File: src/design/mdu_pkg.sv
`timescale 1ns / 1ps
`default_nettype none

package mdu_pkg;

  localparam int unsigned WordW    = 32;
  localparam int unsigned OpW      = 3;
  localparam int unsigned DivSteps = 32;
  localparam int unsigned CntW     = 5;

  typedef enum logic [OpW-1:0] {
    OP_MULT  = 3'd0,
    OP_MULTU = 3'd1,
    OP_DIV   = 3'd2,
    OP_DIVU  = 3'd3,
    OP_MTHI  = 3'd4,
    OP_MTLO  = 3'd5
  } mdu_op_e;

  typedef enum logic [1:0] {
    ST_IDLE,
    ST_MUL,
    ST_DIV,
    ST_FIX
  } mdu_state_e;

  // Commands from the controller to the datapath.
  typedef struct packed {
    logic load;
    logic mul;
    logic div_step;
    logic commit;
  } mdu_cmd_t;

endpackage

`default_nettype wire

File: src/design/mdu_ctrl.sv
`timescale 1ns / 1ps
`default_nettype none

module mdu_ctrl (
  input  logic                     clk_i,
  input  logic                     rst_ni,
  input  logic                     in_valid_i,
  input  logic [mdu_pkg::OpW-1:0]  in_op_i,
  input  logic                     out_ready_i,
  output logic                     in_ready_o,
  output logic                     out_valid_o,
  output mdu_pkg::mdu_cmd_t        cmd_o
);
  import mdu_pkg::*;

  mdu_state_e      state_q, state_d;
  logic [CntW-1:0] cnt_q, cnt_d;
  logic            out_valid_q, out_valid_d;
  logic            can_write;
  logic            last_step;

  assign can_write = !out_valid_q || out_ready_i;
  assign last_step = (cnt_q == CntW'(DivSteps - 1));

  always_comb begin
    state_d = state_q;
    unique case (state_q)
      ST_IDLE: begin
        if (in_valid_i) begin
          unique case (in_op_i)
            OP_MULT, OP_MULTU: state_d = ST_MUL;
            OP_DIV, OP_DIVU:   state_d = ST_DIV;
            default:           state_d = ST_FIX;
          endcase
        end
      end
      ST_MUL: state_d = ST_FIX;
      ST_DIV: begin
        if (last_step) begin
          state_d = ST_FIX;
        end
      end
      ST_FIX: begin
        if (can_write) begin
          state_d = ST_IDLE;
        end
      end
      default: state_d = ST_IDLE;
    endcase
  end

  always_comb begin
    cmd_o       = '0;
    in_ready_o  = 1'b0;
    cnt_d       = cnt_q;
    out_valid_d = out_valid_q && !out_ready_i;
    unique case (state_q)
      ST_IDLE: begin
        in_ready_o = 1'b1;
        cmd_o.load = in_valid_i;
        cnt_d      = '0;
      end
      ST_MUL: cmd_o.mul = 1'b1;
      ST_DIV: begin
        cmd_o.div_step = 1'b1;
        cnt_d          = cnt_q + CntW'(1);
      end
      ST_FIX: begin
        cmd_o.commit = can_write;
        if (can_write) begin
          out_valid_d = 1'b1;
        end
      end
      default: ;
    endcase
  end

  always_ff @(posedge clk_i or negedge rst_ni) begin
    if (!rst_ni) begin
      state_q     <= ST_IDLE;
      cnt_q       <= '0;
      out_valid_q <= 1'b0;
    end else begin
      state_q     <= state_d;
      cnt_q       <= cnt_d;
      out_valid_q <= out_valid_d;
    end
  end

  assign out_valid_o = out_valid_q;

endmodule

`default_nettype wire

File: src/design/mdu_dpath.sv
`timescale 1ns / 1ps
`default_nettype none

module mdu_dpath (
  input  logic                      clk_i,
  input  logic                      rst_ni,
  input  mdu_pkg::mdu_cmd_t         cmd_i,
  input  logic [mdu_pkg::OpW-1:0]   in_op_i,
  input  logic [mdu_pkg::WordW-1:0] in_rs_value_i,
  input  logic [mdu_pkg::WordW-1:0] in_rt_value_i,
  output logic [mdu_pkg::WordW-1:0] hi_o,
  output logic [mdu_pkg::WordW-1:0] lo_o
);
  import mdu_pkg::*;

  logic [OpW-1:0]     op_q;
  logic [WordW-1:0]   rem_q, rem_d;
  logic [WordW-1:0]   quo_q, quo_d;
  logic [WordW-1:0]   dvs_q;
  logic               neg_res_q, neg_rem_q;
  logic [WordW-1:0]   hi_q, hi_d;
  logic [WordW-1:0]   lo_q, lo_d;

  logic               is_signed;
  logic [WordW-1:0]   mag_a, mag_b;
  logic [WordW:0]     shifted, diff;
  logic [2*WordW-1:0] prod, prod_neg;

  assign is_signed = (in_op_i == OP_MULT) || (in_op_i == OP_DIV);
  assign mag_a = (is_signed && in_rs_value_i[WordW-1]) ? (WordW'(0) - in_rs_value_i)
                                                        : in_rs_value_i;
  assign mag_b = (is_signed && in_rt_value_i[WordW-1]) ? (WordW'(0) - in_rt_value_i)
                                                        : in_rt_value_i;

  // One restoring division step: one quotient bit per cycle.
  assign shifted  = {rem_q, quo_q[WordW-1]};
  assign diff     = shifted - {1'b0, dvs_q};
  assign prod     = {rem_q, quo_q};
  assign prod_neg = (2*WordW)'(0) - prod;

  always_comb begin
    rem_d = rem_q;
    quo_d = quo_q;
    if (cmd_i.load) begin
      rem_d = '0;
      quo_d = mag_a;
    end else if (cmd_i.mul) begin
      {rem_d, quo_d} = (2*WordW)'(quo_q) * (2*WordW)'(dvs_q);
    end else if (cmd_i.div_step) begin
      if (!diff[WordW]) begin
        rem_d = diff[WordW-1:0];
        quo_d = {quo_q[WordW-2:0], 1'b1};
      end else begin
        rem_d = shifted[WordW-1:0];
        quo_d = {quo_q[WordW-2:0], 1'b0};
      end
    end
  end

  always_comb begin
    hi_d = hi_q;
    lo_d = lo_q;
    if (cmd_i.commit) begin
      unique case (op_q)
        OP_MULT:  {hi_d, lo_d} = neg_res_q ? prod_neg : prod;
        OP_MULTU: {hi_d, lo_d} = prod;
        OP_DIV: begin
          lo_d = neg_res_q ? (WordW'(0) - quo_q) : quo_q;
          hi_d = neg_rem_q ? (WordW'(0) - rem_q) : rem_q;
        end
        OP_DIVU: begin
          lo_d = quo_q;
          hi_d = rem_q;
        end
        OP_MTHI:  hi_d = quo_q;
        OP_MTLO:  lo_d = quo_q;
        default: ;
      endcase
    end
  end

  always_ff @(posedge clk_i) begin
    rem_q <= rem_d;
    quo_q <= quo_d;
    if (cmd_i.load) begin
      op_q      <= in_op_i;
      dvs_q     <= mag_b;
      neg_res_q <= is_signed && (in_rs_value_i[WordW-1] ^ in_rt_value_i[WordW-1]);
      neg_rem_q <= is_signed && in_rs_value_i[WordW-1];
    end
  end

  always_ff @(posedge clk_i or negedge rst_ni) begin
    if (!rst_ni) begin
      hi_q <= '0;
      lo_q <= '0;
    end else begin
      hi_q <= hi_d;
      lo_q <= lo_d;
    end
  end

  assign hi_o = hi_q;
  assign lo_o = lo_q;

endmodule

`default_nettype wire

File: src/design/multiply_divide_unit_hi_lo_top.sv
`timescale 1ns / 1ps
`default_nettype none

// Multiply/divide unit that holds the HI and LO words and reports both after every
// operation. One operation is in flight at a time. A multiply steps through loading the
// magnitudes, the 32x32 multiplier, and the sign fix and write-back. A divide loads the
// magnitudes, runs the restoring divider, which produces one quotient bit per cycle for
// all 32 quotient bits, and then does the sign fix and write-back. Moves and unused
// operation codes go from the load straight to the write-back. The HI and LO words serve
// as the output register, so a new operation is accepted while a result beat still
// waits; that operation stalls before its write-back until the waiting beat is taken.
module multiply_divide_unit_hi_lo_top (
  input  logic                      clk_i,
  input  logic                      rst_ni,
  input  logic                      in_valid_i,
  output logic                      in_ready_o,
  input  logic [mdu_pkg::OpW-1:0]   in_op_i,
  input  logic [mdu_pkg::WordW-1:0] in_rs_value_i,
  input  logic [mdu_pkg::WordW-1:0] in_rt_value_i,
  output logic                      out_valid_o,
  input  logic                      out_ready_i,
  output logic [mdu_pkg::WordW-1:0] out_hi_result_o,
  output logic [mdu_pkg::WordW-1:0] out_lo_result_o
);
  import mdu_pkg::*;

  mdu_cmd_t cmd;

  mdu_ctrl u_ctrl (
    .clk_i       (clk_i),
    .rst_ni      (rst_ni),
    .in_valid_i  (in_valid_i),
    .in_op_i     (in_op_i),
    .out_ready_i (out_ready_i),
    .in_ready_o  (in_ready_o),
    .out_valid_o (out_valid_o),
    .cmd_o       (cmd)
  );

  mdu_dpath u_dpath (
    .clk_i         (clk_i),
    .rst_ni        (rst_ni),
    .cmd_i         (cmd),
    .in_op_i       (in_op_i),
    .in_rs_value_i (in_rs_value_i),
    .in_rt_value_i (in_rt_value_i),
    .hi_o          (out_hi_result_o),
    .lo_o          (out_lo_result_o)
  );

endmodule

`default_nettype wire

File: config.mk
export PLATFORM = sky130hd
export DESIGN_NAME = multiply_divide_unit_hi_lo_top
export DESIGN_NICKNAME = d
export VERILOG_FILES = /design/src/design/mdu_pkg.sv /design/src/design/mdu_ctrl.sv /design/src/design/mdu_dpath.sv /design/src/design/multiply_divide_unit_hi_lo_top.sv
export SDC_FILE = /design/constraint.sdc
export NUM_CORES = 2
export LEC_CHECK = 0
export ABC_AREA = 1
export CAP_MARGIN = 10
export CORE_UTILIZATION = 30
export DETAILED_ROUTE_END_ITERATION = 8
export DONT_BUFFER_PORTS = 1
export GPL_ROUTABILITY_DRIVEN = 0
export PLACE_DENSITY = 0.54
export SYNTH_ARGS = -nofsm -noshare
export SYNTH_HDL_FRONTEND = slang
export SYNTH_SLANG_ARGS = --single-unit
File: constraint.sdc
create_clock -name clk_i -period 7.3 [get_ports clk_i]
set_input_delay 1.46 -clock clk_i [delete_from_list [all_inputs] [get_ports clk_i]]
set_output_delay 1.46 -clock clk_i [all_outputs]
set_load 0.05 [all_outputs]
==> results by group <==
Floorplanning
  • Starting Density: 30.3%
  • Die area: 173000 um2
  • Die width: 416 um
  • Core area: 170000 um2
  • I/O pin total: 137
  • Vert. Die Dim: 416 um
  • Number of standard-cell rows in the floorplan: 151

Logic synthesis
  • Netlist Area Pre-Place: 51300 um2
  • Sequential share of the synthesized area: 8.80%
  • Mean area per synthesized cell: 6.94 um2
  • Most instantiated library cell after synthesis: sky130_fd_sc_hd__nand2_1
  • Cells after Synth: 7397
  • Synth unique cells: 52
  • Predominant post-synthesis flop cell: sky130_fd_sc_hd__dfrtp_1
  • Post-synth top area share: 35.0%
  • Number of nets in the synthesized netlist: 8672
  • Area leader, netlist: sky130_fd_sc_hd__fa_1
  • Warnings from Yosys: 0
  • Number of synthesized flops with an enable pin: 69
  • Post-synthesis register bit count: 173
  • Cell types occupying the most area after synthesis: sky130_fd_sc_hd__fa_1 (35%), sky130_fd_sc_hd__nand2_1 (16%), sky130_fd_sc_hd__inv_1 (15%)
  • FFs w/ async S/R, synth: 41.6%
  • Post-synth top cells: sky130_fd_sc_hd__nand2_1 (2215), sky130_fd_sc_hd__inv_1 (2034), sky130_fd_sc_hd__fa_1 (897)

Clocking
  • CTS clk-pin slew, worst paths: 0.08 ns
  • Inserted Clock Buffers: 17
  • TritonCTS clock tree: yes
  • Buffer depth of the longest clock path: 2
  • CTS sink cnt: 173
  • Buffer type at the clock tree root: sky130_fd_sc_hd__clkbuf_16
  • Clk Latency, worst-skew pair: 0.52 ns
  • Level count of the clock H-tree: 4

Drt
  • Antenna Nets Post-Route: 0
  • Routed wire length: 176000 um
  • Post-DR vias/cell: 4.76
  • Initial drt markers: 4041
  • 1st-pass router iterations: 8
  • Count of unresolved DRC violations after routing: 0
  • Via count: 45500
  • Wire per inst: 18.4 um

Cells and area
  • Net total in the final layout: 8599
  • Area of the multi-input gates: 38200 um2
  • Area overhead of the layout relative to synthesis: 9.45%
  • Register Area: 4510 um2
  • Fillers: 18300
  • Layout cell share with drive strength beyond 1: 6.04%

Timing
  • Count of final max-slew check failures: 0
  • Transition time at the pin with the least slew margin: 1.25 ns
  • Post-route worst setup slack: 0.241 ns
  • Part of the cycle the worst path needs: 96.7%
  • Final Critical Period: 7.06 ns
  • Relative max-transition margin: 16.8%
  • Number of endpoints failing setup at the final stage: 0
  • Final-report hold violation count: 0
  • Maximum clock rate: 0.142 GHz
  • Worst-case clock skew: 0.0212 ns

Worst setup path
  • Worst endpoint data arrival time: 7.31 ns
  • Worst r2r dst: u_dpath.quo_q[22]
  • Category of the worst setup path launch point: register
  • Register-to-Register Setup Slack: 0.24 ns
  • FF-to-FF path depth: 27
  • Max Fanout on Critical Path: 32
  • Kind of end point of the critical path: register
  • Critical path class: reg -> reg
  • Launch point of the critical path: u_dpath.quo_q[17]
  • Beginning of the worst register-to-register path: u_dpath.quo_q[17]
  • Required time of the critical path: 7.56 ns
  • End point of the critical path: u_dpath.quo_q[22]

GRT
  • Vias in the first global route: 45800
  • Residual overflow from global routing: 0
  • Maximum number of pins on one net before global-route repair: 73
  • Combined global-route utilization of all metal layers: 20.5%
  • Antenna violations before repair: 2
  • First-pass GRT wire length: 274000 um

Worst hold path
  • Worst hold stages: 1
  • Worst min path class: reg -> reg
  • Worst Hold Launch: u_ctrl.cnt_q[4]

Placement
  • Total of buffers placed on input and output ports: 0
  • Pre-CTS setup slack: -0.226 ns
  • Detailed-placement wirelength estimate: 148000 um

Status
  • Status: finished, final reports clean

Flow run
  • Maximum Capacitance Violations: 0
## area by class of cell
cell class,count,share of cell area [%]
timing repair buffer,244,4.32
clock buffer,20,0.795
tap,2218,4.94
antenna,5,0.0223
multi-input combinational,4834,67.9
inverter,2054,13.7
sequential,173,8.04
clock inverter,12,0.236
## kinds of logic after synthesis
group / Yosys count / share of synthesized area [%]
adder cells (fa/ha/maj): 1204 / 42.5
flip-flops: 173 / 8.80
AO/OA/AOI/OAI: 455 / 4.84
XOR/XNOR: 119 / 2.03
buffers and inverters: 2390 / 17.7
AND/OR/NAND/NOR: 3056 / 24.2
## worst max-delay path, cell delays in order (launching register included)
cell                       delay, ns
sky130_fd_sc_hd__edfxtp_1       0.45
sky130_fd_sc_hd__buf_12         0.20
sky130_fd_sc_hd__nand2_1        0.08
sky130_fd_sc_hd__inv_1          0.05
sky130_fd_sc_hd__fa_1           0.52
sky130_fd_sc_hd__inv_1          0.05
sky130_fd_sc_hd__fa_1           0.49
sky130_fd_sc_hd__fa_1           0.49
sky130_fd_sc_hd__fa_1           0.57
sky130_fd_sc_hd__inv_1          0.05
sky130_fd_sc_hd__fa_1           0.51
sky130_fd_sc_hd__fa_1           0.48
sky130_fd_sc_hd__fa_1           0.52
sky130_fd_sc_hd__inv_1          0.05
sky130_fd_sc_hd__fa_1           0.49
sky130_fd_sc_hd__inv_1          0.05
sky130_fd_sc_hd__ha_1           0.35
sky130_fd_sc_hd__nand2_1        0.10
sky130_fd_sc_hd__nand2_1        0.11
sky130_fd_sc_hd__nand2_1        0.09
sky130_fd_sc_hd__nand2_1        0.08
sky130_fd_sc_hd__inv_1          0.06
sky130_fd_sc_hd__nand2_1        0.09
sky130_fd_sc_hd__inv_1          0.11
sky130_fd_sc_hd__nand3_2        0.16
sky130_fd_sc_hd__xor2_2         0.22
sky130_fd_sc_hd__o21ai_0        0.22
sky130_fd_sc_hd__o21ai_2        0.13
## how the worst min path moves through the flow
stage,endpoint,slack (ns)
floorplan,u_ctrl.cnt_q[1],0.47
global placement,u_ctrl.cnt_q[1],0.49
detailed placement,u_ctrl.cnt_q[4],0.49
CTS,u_ctrl.cnt_q[4],0.52
global route,u_ctrl.cnt_q[1],0.54
finish,u_ctrl.cnt_q[4],0.52
## stage by stage
step / util, % / area [um2] / instances / hold slack, ns / setup TNS [ns]
after floorplan: - / 51300 / 7397 / 0.467 / 0
after global placement: 32.4 / 54900 / 9501 / 0.489 / -1.06
after detailed placement: 32.4 / 54900 / 9501 / 0.488 / -0.748
after CTS: 32.8 / 55600 / 9540 / 0.515 / 0
after global routing: 33.1 / 56200 / 9559 / 0.543 / -0.0104
final: 33.1 / 56200 / 9560 / 0.516 / 0
## metal layers
layer	up-vias	GRT usage, %	wire length (um)
met3	302	2.63	12600
met2	1721	33.6	81300
met4	0	9.01	8460
li1	21100	-	-
met1	22300	27.1	73300
met5	-	0	0
## sequential cells by signal, summed over array words and instances (netlist names), 2 cells and up
| signal | cells |
|---|---|
| u_dpath.rem_q | 32 |
| u_ctrl.state_q | 2 |
| u_dpath.quo_q | 32 |
| u_dpath.op_q | 3 |
| u_dpath.lo_o | 32 |
| u_dpath.dvs_q | 32 |
| u_dpath.hi_o | 32 |
| u_ctrl.cnt_q | 5 |
## layout by cell type, fill, tap and decap left out, types with 14 or more instances in the layout
cell / n
sky130_fd_sc_hd__o21ai_1: 16
sky130_fd_sc_hd__nor3_2: 15
sky130_fd_sc_hd__o21ai_0: 162
sky130_fd_sc_hd__dfxtp_1: 32
sky130_fd_sc_hd__nand2_2: 26
sky130_fd_sc_hd__a21oi_1: 177
sky130_fd_sc_hd__nand4_1: 39
sky130_fd_sc_hd__nand3b_1: 20
sky130_fd_sc_hd__nor2_1: 386
sky130_fd_sc_hd__fa_1: 893
sky130_fd_sc_hd__nand2_1: 2201
sky130_fd_sc_hd__nor3_1: 36
sky130_fd_sc_hd__buf_12: 42
sky130_fd_sc_hd__clkbuf_16: 18
sky130_fd_sc_hd__nand3_1: 225
sky130_fd_sc_hd__buf_4: 188
sky130_fd_sc_hd__nor2_2: 37
sky130_fd_sc_hd__inv_2: 14
sky130_fd_sc_hd__dfrtp_1: 72
sky130_fd_sc_hd__xor2_1: 88
sky130_fd_sc_hd__o22ai_1: 32
sky130_fd_sc_hd__edfxtp_1: 69
sky130_fd_sc_hd__xnor2_1: 28
sky130_fd_sc_hd__inv_1: 2032
sky130_fd_sc_hd__ha_1: 291
## timing repair
item | in CTS | in global routing
gates cloned | 0 | 1
hold buffers | 0 | 0
setup buffers | 7 | 14
gates resized for setup | 4 | 105
pin swaps | 0 | 12
setup endpoints to repair | 10 | 44
endpoints found under the hold margin | 0 | 0
Power is not shown: default switching activity piles up to over one toggle a cycle in this logic, so the estimate is an artifact.
